`config.mk`:
```
export PLATFORM = sky130hd
export DESIGN_NAME = pbsc_dot_lane
export DESIGN_NICKNAME = d
export VERILOG_FILES = /design/src/rtl/pbsc_pkg.sv /design/src/rtl/pbsc_dot_lane.sv
export SDC_FILE = /design/constraint.sdc
export NUM_CORES = 2
export LEC_CHECK = 0
export ABC_AREA = 1
export BUFFER_PORTS_ARGS = -buffer_cell sky130_fd_sc_hd__buf_4
export CAP_MARGIN = 10
export CORE_ASPECT_RATIO = 0.8
export CORE_MARGIN = 5
export CORE_UTILIZATION = 50
export DETAILED_ROUTE_END_ITERATION = 8
export PLACE_DENSITY = 0.63
export SLEW_MARGIN = 30
export SYNTH_ARGS = -nofsm -noshare
export SYNTH_HDL_FRONTEND = slang
export SYNTH_SLANG_ARGS = --single-unit
```
`constraint.sdc`:
```
create_clock -name clk -period 7.5 [get_ports clk]
set_input_delay 1.125 -clock clk [delete_from_list [all_inputs] [get_ports clk]]
set_output_delay 1.125 -clock clk [all_outputs]
set_load 0.01 [all_outputs]
```
`src/rtl/pbsc_pkg.sv`:
```
// Package for the plane/box side classifier.
// Holds field widths, side codes and configuration register indexes.
// No dependencies.
package pbsc_pkg;

    localparam int COORD_W = 32;
    localparam int NRM_W   = 18;
    localparam int OFF_W   = 32;
    localparam int PROD_W  = COORD_W + NRM_W;     // exact product
    localparam int DOT_W   = PROD_W + 2;          // sum of three products
    localparam int CMP_W   = DOT_W + 4;           // s +/- r and scaled offset
    localparam int FRAC_W  = 16;                  // fraction bits of the Q2.16 normal
    localparam int IDX_W   = 2;
    localparam int SIDE_W  = 2;

    localparam logic [IDX_W-1:0] REG_NORMAL_X     = 2'd0;
    localparam logic [IDX_W-1:0] REG_NORMAL_Y     = 2'd1;
    localparam logic [IDX_W-1:0] REG_NORMAL_Z     = 2'd2;
    localparam logic [IDX_W-1:0] REG_PLANE_OFFSET = 2'd3;

    localparam logic signed [NRM_W-1:0] NORMAL_Z_RESET = 18'sh10000;

    localparam logic [SIDE_W-1:0] SIDE_BEHIND  = 2'd0;
    localparam logic [SIDE_W-1:0] SIDE_CROSSES = 2'd1;
    localparam logic [SIDE_W-1:0] SIDE_FRONT   = 2'd2;

    typedef logic signed [COORD_W-1:0] coord_t;
    typedef logic signed [NRM_W-1:0]   nrm_t;
    typedef logic signed [DOT_W-1:0]   dot_t;

    typedef struct packed {
        nrm_t x;
        nrm_t y;
        nrm_t z;
    } normal_t;

endpackage

```
`src/rtl/pbsc_dot_lane.sv`:
```
// One dot-product lane: vector . plane normal, exact.
// Two stages: three registered multipliers, then a registered three-way sum.
// Depends on pbsc_pkg.
module pbsc_dot_lane
    import pbsc_pkg::*;
(
    input  logic    clk,
    input  coord_t  vx,
    input  coord_t  vy,
    input  coord_t  vz,
    input  normal_t nrm,
    output dot_t    dot
);

    logic signed [PROD_W-1:0] px_reg;
    logic signed [PROD_W-1:0] py_reg;
    logic signed [PROD_W-1:0] pz_reg;
    dot_t                     dot_reg;
    dot_t                     dot_next;

    always_comb
    begin
        dot_next = DOT_W'(px_reg) + DOT_W'(py_reg) + DOT_W'(pz_reg);
    end

    always_ff @(posedge clk)
    begin
        px_reg  <= PROD_W'(vx) * PROD_W'(nrm.x);
        py_reg  <= PROD_W'(vy) * PROD_W'(nrm.y);
        pz_reg  <= PROD_W'(vz) * PROD_W'(nrm.z);
        dot_reg <= dot_next;
    end

    assign dot = dot_reg;

endmodule

```
# Word level (Yosys, flattened, before mapping)
# Cells that the tools add are included.
[classes]
n_addsub = 2
n_mul = 3
[op_table]
columns = ["operator", "n"]
rows = [
  ["32-bit by 18-bit multiplier with 50-bit output", 3],
  ["51-bit by 50-bit adder with 52-bit output", 1],
  ["50-bit by 50-bit adder with 51-bit output", 1],
]
[totals]
ff_bits = 202
in_bits = 151
output_inout_bits = 52
word_cells = 9

# Longest topological paths before layout
[depth]
word_depth = 2
depth_mapped = 29
mapped_depth_nobuf = 27

# Worst setup path before layout
# Ideal clock, no wire load.
[synth_path]
path_kind = "in2reg"
start = "in vz[31]"
end = "reg pz_reg[48]"
setup_ns = 0.113
arrival_time_ns = 6.338
t_required_ns = 7.387
path_slack_ns = 1.049
stages = 23
path_buffers = 2
path_cell_list = "clkbuf_1 -> clkbuf_1 -> nand2_1 -> fa_1 -> inv_1 -> fa_1 -> inv_1 -> fa_1 -> inv_1 -> fa_1 -> inv_1 -> fa_1 -> fa_1 -> inv_1 -> ha_1 -> nand2_1 -> inv_1 -> a21oi_1 -> nand2_1 -> a21oi_1 -> nand3_1 -> nand2_1 -> nand2_1"
[synth_between]
elab_chain_len = 1
[synth_rtl]
columns = ["element", "line", "rtl"]
rows = [
  ["start: declaration", "pbsc_dot_lane.sv:10", "input coord_t vz,"],
  ["32-bit by 18-bit multiplier with 50-bit output", "pbsc_dot_lane.sv:30", "pz_reg <= PROD_W'(vz) * PROD_W'(nrm.z);"],
  ["end signal: assignment", "pbsc_dot_lane.sv:30", ""],
  ["end: declaration", "pbsc_dot_lane.sv:17", "logic signed [PROD_W-1:0] pz_reg;"],
]
# No other way between the ends.

# Worst setup path after layout
[layout_path]
start = "in nrm[42] (netlist name)"
end = "reg px_reg[46]"
[layout_between]
elab_chain_len = 1
[layout_rtl]
columns = ["element", "line", "rtl"]
rows = [
  ["start: declaration", "pbsc_dot_lane.sv:11", "input normal_t nrm,"],
  ["32-bit by 18-bit multiplier with 50-bit output", "pbsc_dot_lane.sv:28", "px_reg <= PROD_W'(vx) * PROD_W'(nrm.x);"],
  ["end signal: assignment", "pbsc_dot_lane.sv:28", ""],
  ["end: declaration", "pbsc_dot_lane.sv:15", "logic signed [PROD_W-1:0] px_reg;"],
]
# No other way between the ends.

==> out/qor.csv <==
stage,metric,value,unit
sta,Tcrit/Tclk final,89.5,%
cells_and_area,Final Util,52.8,%
yosys,Post-Syn Nets,12300,
cells_and_area,area delta synth->final,4.68,%
sta,Final Hold Viols,0,
yosys,synthesized area per cell,7.41,um^2
grt,vias in the first global route,62400,
placement,IO buf count,202,
sta,fin. max-slew vios,0,
drt,1st-iter DRT viols,5076,
cells_and_area,number of flip-flops under the largest register name,52,
grt,antenna violations before repair,0,
floorplan,IO Pins,203,
grt,GRT Residual Overflow,0,
setup_path,worst-path maximum fanout,28,
floorplan,die area,157000,um^2
yosys,top cell type's share of synthesized area,45.9,%
drt,WL/cell,18.3,um
yosys,leading area contributor after synthesis,fa_1,
yosys,number of synthesized flops with an enable pin,0,
drt,Post-Route WL,219,mm
drt,drt pass-1 iters,5,
floorplan,Die Ht,355,um
grt,first-pass GRT wire length,353,mm
cells_and_area,Antenna Cells,0,
run_status,status,finished clean,
yosys,list of most frequent post-synthesis cells,"3162 x inv_1, 3034 x nand2_1, 1710 x fa_1",
clock_tree,CTS Buffer Depth,3,
clock_tree,clock buffers created by TritonCTS,21,
sta,RSZ-0062 raised after global routing,no,
placement,GPL Wtd Cong,0.967,
setup_path,CP Launch Type,input port,
drt,routed vias,60000,
yosys,Mapped Cells,10100,
sta,Max Freq,149,MHz
setup_path,Crit path required time,7.89,ns
setup_path,Worst setup EP type,register,
yosys,"Top FF cell, synth",dfxtp_1,
clock_tree,Root Buffer,clkbuf_16,
clock_tree,# H-tree levels,1,
sta,final worst path period need,6.71,ns
clock_tree,Clock Pin Slew Worst Setup and Hold Paths,0.07,ns
sta,endpoints failing setup,0,
placement,dpl cells,11900,
yosys,Mapped Area,74600,um^2
clock_tree,Post-CTS Setup Repair Bufs,0,
grt,Total GRT Usage,28.4,%
floorplan,die width,442,um
yosys,sequential-to-total area share from yosys stat,5.42,%
setup_path,type of the worst setup path,in -> reg,
clock_tree,CTS tree,yes,
cells_and_area,Post-layout nets,12200,
hold_path,Hold WC Path Type,reg -> reg,
drt,# DRC,0,
sta,setup_tns,0,ns
sta,hold slack,0.593,ns
yosys,"FFs w/ async S/R, synth",0,%
drt,Via density,5.02,
clock_tree,Post-CTS Hold Buffers,0,
clock_tree,clk sink count,202,
setup_path,Worst EP arrival,7.10,ns
sta,Clock Skews,0.0150,ns
clock_tree,post-CTS resize count,0,
clock_tree,clk_lat worst skew,0.54,ns
floorplan,Initial Util,50.4,%
sta,Tightest Pin Transition,0.912,ns
yosys,main area contributors after synthesis,"fa_1 46%, inv_1 16%, nand2_1 15%",
drt,Final ANT Viol Nets,0,
yosys,Synth Warn #,0,
cells_and_area,non-filler cells in the finished layout,12000,
grt,largest net degree at the start of global routing,34,
cells_and_area,# fillers,14700,
yosys,Netlist cell types,42,
floorplan,Core Rows,126,
placement,DP Wirelength,186,mm
yosys,register bit count reported by yosys,202,
yosys,"count leader, synth",inv_1,
floorplan,CORE AREA,148000,um^2
cells_and_area,layout cell share with drive strength beyond 1,4.30,%
flow_run,number of max-cap violations,0,
sta,Max-slew headroom,39.1,%
==> routing by layer <==
metal	share of wire [%]	track usage, %
met3	8.7	4.36
met2	43	42.8
met5	0	0
met4	1.8	4.63
met1	47	44.0
==> final cells by class <==
class                           count  area, um^2  area share, %
Tap cell                         1984        2480           3.18
Sequential cell                   202        4040           5.18
Inverter                         3176       11900           15.3
Clock buffer                       25         551          0.705
Clock inverter                     12         154          0.197
Multi-Input combinational cell   6335       57300           73.4
Timing Repair Buffer              216        1630           2.09
==> critical path, cell delays in order <==
cell,delay [ns]
buf_4,0.38
nand2_1,0.24
fa_1,0.57
inv_1,0.07
fa_1,0.86
fa_1,0.55
fa_1,0.57
fa_1,0.44
fa_1,0.46
ha_1,0.48
nand2_1,0.18
nor2_1,0.26
inv_1,0.09
nor2_2,0.16
nand2_1,0.12
nor2_1,0.11
nand2_1,0.15
nand4_1,0.14
nand2_1,0.12
==> layout by cell type, fill, tap and decap left out, types with 4 or more instances in the layout <==
| cell | netlist | layout |
|---|---|---|
| buf_4 | 0 | 215 |
| nand4_1 | 59 | 59 |
| nor2_1 | 362 | 362 |
| and2_1 | 5 | 5 |
| o21bai_1 | 19 | 19 |
| or2_2 | 19 | 19 |
| nand3_2 | 11 | 11 |
| a21o_1 | 6 | 6 |
| nand3b_1 | 11 | 11 |
| inv_2 | 14 | 14 |
| nand3_1 | 185 | 185 |
| fa_1 | 1710 | 1710 |
| xnor2_1 | 35 | 35 |
| a21oi_1 | 169 | 169 |
| clkbuf_16 | 0 | 21 |
| o21ai_1 | 4 | 4 |
| nand2_1 | 3034 | 3034 |
| ha_1 | 413 | 413 |
| xor2_1 | 78 | 78 |
| nor2_4 | 13 | 13 |
| dfxtp_1 | 202 | 202 |
| a21oi_2 | 5 | 5 |
| inv_1 | 3162 | 3162 |
| nor3_2 | 7 | 7 |
| o21ai_0 | 53 | 53 |
| clkinv_2 | 0 | 4 |
| nand2_2 | 43 | 43 |
| nor3_1 | 19 | 19 |
| nor2_2 | 56 | 56 |
==> cell families (layout without fill, tap and decap cells) <==
logic type	Yosys count	in the layout	synth area share, %
DFF	202	202	5.42
xor gates and xnor gates	113	113	1.33
AOI/OAI and AO/OA	263	263	1.93
and+or+nand+nor	3836	3836	20.7
adders and majority gates	2123	2123	52.8
buffers and inverters	3530	3429	17.8
==> worst paths after layout <==
kind / from / endpoint / slack [ns] / cells past startpoint
worst min register to register: px_reg[0] / dot[0] / 0.59 / 3
worst min-delay path: px_reg[0] / dot[0] / 0.59 / 3
worst max register to register: pz_reg[0] / dot[33] / 4.36 / 13
worst max-delay path: nrm[42] / px_reg[46] / 0.79 / 19
==> through the flow <==
stage | setup WS, ns | area (um^2)
final | 0.786 | 78000
after global routing | 0.494 | 78000
after CTS | 0.877 | 78000
after detailed placement | 0.331 | 77300
after global placement | 0.361 | 77300
after floorplan | 1.05 | 74600
Power is not shown: default switching activity piles up to over one toggle a cycle in this logic, so the estimate is an artifact.
