File: src/rtl/pbsc_pkg.sv
// Package for the plane/box side classifier.
// Holds field widths, side codes and configuration register indexes.
// No dependencies.
package pbsc_pkg;

    localparam int COORD_W = 32;
    localparam int NRM_W   = 18;
    localparam int OFF_W   = 32;
    localparam int PROD_W  = COORD_W + NRM_W;     // exact product
    localparam int DOT_W   = PROD_W + 2;          // sum of three products
    localparam int CMP_W   = DOT_W + 4;           // s +/- r and scaled offset
    localparam int FRAC_W  = 16;                  // fraction bits of the Q2.16 normal
    localparam int IDX_W   = 2;
    localparam int SIDE_W  = 2;

    localparam logic [IDX_W-1:0] REG_NORMAL_X     = 2'd0;
    localparam logic [IDX_W-1:0] REG_NORMAL_Y     = 2'd1;
    localparam logic [IDX_W-1:0] REG_NORMAL_Z     = 2'd2;
    localparam logic [IDX_W-1:0] REG_PLANE_OFFSET = 2'd3;

    localparam logic signed [NRM_W-1:0] NORMAL_Z_RESET = 18'sh10000;

    localparam logic [SIDE_W-1:0] SIDE_BEHIND  = 2'd0;
    localparam logic [SIDE_W-1:0] SIDE_CROSSES = 2'd1;
    localparam logic [SIDE_W-1:0] SIDE_FRONT   = 2'd2;

    typedef logic signed [COORD_W-1:0] coord_t;
    typedef logic signed [NRM_W-1:0]   nrm_t;
    typedef logic signed [DOT_W-1:0]   dot_t;

    typedef struct packed {
        nrm_t x;
        nrm_t y;
        nrm_t z;
    } normal_t;

endpackage

File: src/rtl/pbsc_merge.sv
// Merge stage: folds the four lane results into centre distance and radius,
// compares against the scaled plane offset and registers the side code.
// Depends on pbsc_pkg.
module pbsc_merge
    import pbsc_pkg::*;
(
    input  logic                      clk,
    input  logic                      rst_n,
    input  logic                      in_valid,
    input  dot_t                      dot_c,
    input  dot_t                      dot_a,
    input  dot_t                      dot_b,
    input  dot_t                      dot_e,
    input  logic signed [OFF_W-1:0]   offset,
    output logic                      done,
    output logic [SIDE_W-1:0]         side
);

    logic signed [CMP_W-1:0] s_reg;
    logic signed [CMP_W-1:0] r_reg;
    logic signed [CMP_W-1:0] r_next;
    logic signed [CMP_W-1:0] abs_a;
    logic signed [CMP_W-1:0] abs_b;
    logic signed [CMP_W-1:0] abs_e;
    logic signed [CMP_W-1:0] d_scaled;
    logic signed [CMP_W-1:0] hi_sum;
    logic signed [CMP_W-1:0] lo_sum;
    logic                    vld_reg;
    logic                    done_reg;
    logic [SIDE_W-1:0]       side_reg;
    logic [SIDE_W-1:0]       side_next;

    always_comb
    begin
        abs_a  = dot_a[DOT_W-1] ? -CMP_W'(dot_a) : CMP_W'(dot_a);
        abs_b  = dot_b[DOT_W-1] ? -CMP_W'(dot_b) : CMP_W'(dot_b);
        abs_e  = dot_e[DOT_W-1] ? -CMP_W'(dot_e) : CMP_W'(dot_e);
        r_next = abs_a + abs_b + abs_e;
    end

    always_comb
    begin
        d_scaled = CMP_W'(offset) <<< FRAC_W;
        hi_sum   = s_reg + r_reg;
        lo_sum   = s_reg - r_reg;
        priority if (hi_sum < d_scaled)
            side_next = SIDE_BEHIND;
        else if (lo_sum < d_scaled)
            side_next = SIDE_CROSSES;
        else
            side_next = SIDE_FRONT;
    end

    always_ff @(posedge clk)
    begin
        s_reg    <= CMP_W'(dot_c);
        r_reg    <= r_next;
        side_reg <= side_next;
    end

    always_ff @(posedge clk or negedge rst_n)
    begin
        if (!rst_n)
        begin
            vld_reg  <= 1'b0;
            done_reg <= 1'b0;
        end
        else
        begin
            vld_reg  <= in_valid;
            done_reg <= vld_reg;
        end
    end

    assign done = done_reg;
    assign side = side_reg;

endmodule

File: config.mk
export PLATFORM = sky130hd
export DESIGN_NAME = pbsc_merge
export DESIGN_NICKNAME = d
export VERILOG_FILES = /design/src/rtl/pbsc_pkg.sv /design/src/rtl/pbsc_merge.sv
export SDC_FILE = /design/constraint.sdc
export NUM_CORES = 1
export LEC_CHECK = 0
export ABC_AREA = 1
export BUFFER_PORTS_ARGS = -buffer_cell sky130_fd_sc_hd__buf_2
export CORE_MARGIN = 4
export CORE_UTILIZATION = 45
export DETAILED_ROUTE_END_ITERATION = 8
export HOLD_SLACK_MARGIN = 0.06
export PLACE_DENSITY = 0.64
export SYNTH_ARGS = -nofsm -noshare
export SYNTH_HDL_FRONTEND = slang
export SYNTH_SLANG_ARGS = --single-unit
File: constraint.sdc
create_clock -name clk -period 3.4 [get_ports clk]
set_clock_uncertainty 0.2 [all_clocks]
set_input_delay 0.51 -clock clk [delete_from_list [all_inputs] [get_ports clk]]
set_output_delay 0.51 -clock clk [all_outputs]
set_load 0.05 [all_outputs]
* After elaboration in Yosys (flattened, before gate mapping)
Cells that the tools add are included.
Widths: inputs -> output; s select.
** Cells by class
- $lt $le $gt $ge :: 2
- Multiplexer cells :: 4
- Add/subtract/negate cells :: 7
** Operator list (count)
- $mux 56 :: 3
- $neg 52->56 :: 3
- $add 56x56->56 :: 2
- $lt 56x48->1 :: 2
- $add 52x56->56 :: 1
- $sub 52x56->56 :: 1
- $mux 2 :: 1
** Storage, ports and cells
- Output and inout port bits :: 3
- Input bits :: 243
- Word-level logic and storage cells :: 18
- Bits in registers :: 112

* Longest topological paths before layout
- Word-level depth :: 4
- Gate-level depth with buffers :: 29

* Least setup slack after synthesis
No wires, ideal clock.
- Path kind :: in2reg
- From :: input port dot_b[0]
- To :: register r_reg[53]
- Data arrival time :: 4.195 ns
- Setup slack :: -1.121 ns
- Required time :: 3.074 ns
- Cell stages on the path :: 26
- Cells stage by stage :: inv_1 -> ha_1 -> inv_1 -> nor3_1 -> nand2_1 -> nor2_2 -> nand2_2 -> nor3_2 -> nand4_2 -> nor2_2 -> nand4_1 -> nor2_1 -> nor2_1 -> xor2_1 -> fa_1 -> inv_1 -> ha_1 -> a21oi_1 -> inv_1 -> a21oi_1 -> inv_1 -> a21oi_1 -> nor2_1 -> a211oi_1 -> o211ai_1 -> xor2_1
** Between the ends
- Cells in the longest elaborated chain, start to end :: 4
** Ends and longest elaborated chain
- start, declared :: line pbsc_merge.sv:12 : input dot_t dot_b,
- $neg 52->56 :: line pbsc_merge.sv:36 : abs_b = dot_b[DOT_W-1] ? -CMP_W'(dot_b) : CMP_W'(dot_b);
- $mux 56 (*) :: line pbsc_merge.sv:36
- $add 56x56->56 (*) (2 in series) :: line pbsc_merge.sv:38 : r_next = abs_a + abs_b + abs_e;
- named net r_next[53] :: line pbsc_merge.sv:21 : logic signed [CMP_W-1:0] r_next;
- end signal, assigned :: line pbsc_merge.sv:57 : r_reg <= r_next;
- end, declared :: line pbsc_merge.sv:20 : logic signed [CMP_W-1:0] r_reg;
Mark *: on every way through the listed nets, which the timed path passes. The rest lies on a longest branch.
A chain may end at the register's enable or synchronous reset.

* Worst setup path after layout
- From :: input port dot_b[0]
- To :: register r_reg[39]
The elaborated chain is that of the path after synthesis.

==> impl_metrics.yaml <==
floorplan:
  die_h_um: 218.5
  dieArea_sq_mm: 0.04775
  die_w_um: 218.5
  num_rows: 76
  io_pins: 246
  core_sq_mm: 0.04346
  initial_utilization_pct: 45.89
route:
  vias_per_cell: 5.413
  wirelength_um: 99610
  wl_per_cell_um: 19.33
  num_vias: 27888
  drt_iter0_markers: 2601
  drc_errors: 0
  dr.pass1.iters: 9
  ant_nets: 0
timing:
  worst_pin_slew_ps: 659.7
  period_needed_ps: 5012
  finalSetupTns_ps: -48950
  hold_viol: 0
  slew_viol_final: 0
  period_share_pct: 147.4
  postLayoutSetupSlackWorst_ps: -1612
  relSlewSlack_pct: 55.97
  holdWs_ps: 69.15
  setup_violations: 48
  rsz0062_at_grt: "true"
  clock.fmax_mhz: 199.5
clock_tree:
  clock_sinks: 112
  ctsHtreeMaxLevel: 3
  path_clk_slew_ps: 90
  tritoncts.num_buffers: 9
  tritoncts: "built"
  clkLatencyLatePin_ps: 390
  cts_max_path_buffers: 2
  cts_root_buf: "clkbuf_16"
worst_setup_path:
  end_kind: "flop"
  reg2reg_from: "r_reg[18]"
  crit_buf_inv: 10
  crit_end: "r_reg[39]"
  critPathTopFamily: "compound AO/OA/AOI/OAI gates"
  critPathKind: "input port to flop"
  crit_top_cell: "inv_1"
  ff2ff_setup_slack_ps: -930
  arrival_ps: 5120
  cp.depth: 28
  crit_required_ps: 3510
  slowest_delay_ps: 530
  reg2regPathDepth: 24
  crit_slowest_cell: "fa_1"
  crit_path_start_kind: "input port"
  startpoint: "dot_b[0]"
  regToRegEndpoint: "side[1]"
  cp_max_fo: 5
finish:
  drive_gt1_share_pct: 44.73
  fin_nets: 5102
  largest_register_ffs: 56
  multiInputGateArea_sq_mm: 0.01850
  area_delta_synth_final_pct: 74.95
  n_fill_cell: 2874
  seqCellArea_sq_mm: 0.002298
  final_area_sq_mm: 0.03489
  fin_util_pct: 80.28
synthesis:
  synth-main-ff-cell: "dfxtp_1"
  syn_avg_cell_area_sq_um: 6.240
  syn_inst: 3196
  yosysMostFrequentCell: "inv_1"
  synth.area.top_cells: "ha_1 (15%), inv_1 (14%), dfxtp_1 (11%)"
  ys_warn_count: 0
  synth_area_sq_mm: 0.01994
  synth_top_area_share_pct: 15.25
  synth_seq_cells: 112
  netlist.top_cell.by_area: "ha_1"
  seq_area_frac_synth_pct: 11.29
  async_flop_share_pct: 1.786
  synth_cell_types: 56
  synth_edf_count: 0
  synthTopCellsByCount: "inv_1 (726), nand2_1 (451), nor2_1 (442)"
min_path:
  whs_path_depth: 1
  hold_class: "input port to flop"
global_routing:
  grt_antenna_before_repair: 3
  grt_pass1_wl_um: 135800
  grt.busiest_layer: "met2"
  grt_overflow: 0
  track_usage_pct: 35.41
  grtUsageMet3_pct: 2.906
  grt_max_degree: 23
  grtUsageMet1_pct: 42.24
  met2_usage_pct: 63.51
  grt_pass1_vias: 27163
place:
  dp_hpwl_um: 69130
  gp_congestion: 0.9718
  io_buffer_count: 245
  place_area_sq_mm: 0.03012
pwr:
  leakagePower_nw: 17.82
  power_density_mw_per_mm2: 824.5
  worst_ir_drop_vdd_uv: 600.4
run_status:
  status: "finished, violations left"
  violations: "negative setup slack"
flow_run:
  maxCapViolCount: 0
==> layer usage <==
layer,part of all wire (%),routed length (um)
met1,38,37720
met2,46,45940
met3,7.2,7213
met4,8.8,8723
met5,0.0080,8
==> logic make-up (layout without fill, tap and decap cells) <==
group	after synthesis	in the layout	share of synthesized area, %
other	1	11	0.01880
adders and majority gates	299	299	20.87
buffers and inverters	772	2133	14.63
AOI/OAI and AO/OA	615	615	17.66
xor gates and xnor gates	268	268	11.77
DFF	112	112	11.29
and+or+nand+nor	1129	1129	23.77
==> final cells by class <==
cell class / count / share of cell area (%)
multi-input cells: 2320 / 53.04
repair buffers: 1387 / 29.29
inverters: 730 / 8.030
flip-flops and latches: 112 / 6.588
well taps: 585 / 2.098
clock buffers: 9 / 0.6456
clock inverters: 7 / 0.2941
diodes: 2 / 0.01435
==> worst register-to-register path, delay by kind of cell (launching register included) <==
family          cells  cell delay (ps)
xor+xnor            1              240
compound gates      2              370
buf+inv             5              580
fa+ha+maj           2              640
simple gates       14             1800
flops               1              410
==> metrics by stage <==
stage,power (mW),worst slack (ps),cells
detailed placement,22.01,-1614,4964
global route,30.49,-1652,5151
CTS,25.32,-967.5,5106
global placement,21.36,-1465,4964
finish,28.77,-1612,5152
floorplan,12.60,-801.9,3204
==> how the worst min path moves through the flow <==
stage / from / to / slack (ps)
after floorplan: rst_n / done / 10
after global placement: rst_n / done / 100
after CTS: dot_c[22] / s_reg[22] / 60
after global routing: dot_c[22] / s_reg[22] / 60
final: dot_c[22] / s_reg[22] / 70
after detailed placement: rst_n / done / 100
==> report_power, final <==
part           internal [mW]  switching, mW  leakage, nW
Sequential              1.78          0.393        0.952
Clock                  0.608          0.659        0.160
Combinational           11.8           13.5         16.7
==> placed cells by master, fill, tap and decap left out, types with 52 or more instances in the layout <==
master	synthesis	final
a21oi_1	293	179
a21oi_2	5	101
buf_2	15	243
buf_4	0	1030
buf_6	0	55
dfxtp_1	110	77
dlygate4sd3_1	0	52
fa_1	56	56
ha_1	243	160
ha_4	0	80
inv_1	726	649
inv_2	2	71
nand2_1	451	377
nand2_2	2	54
nand3_1	85	66
nor2_1	442	345
nor2_2	12	71
o21ai_0	124	82
xnor2_1	77	66
xor2_1	191	171
==> repair_timing <==
action                     CTS  global route
setup buffers               98            54
setup endpoints to repair   46            48
hold endpoints to repair    53             0
hold buffers                52             0
pin swaps                  211           148
resized for setup          423           309
Note: power is estimated with default switching activity, not from simulation.
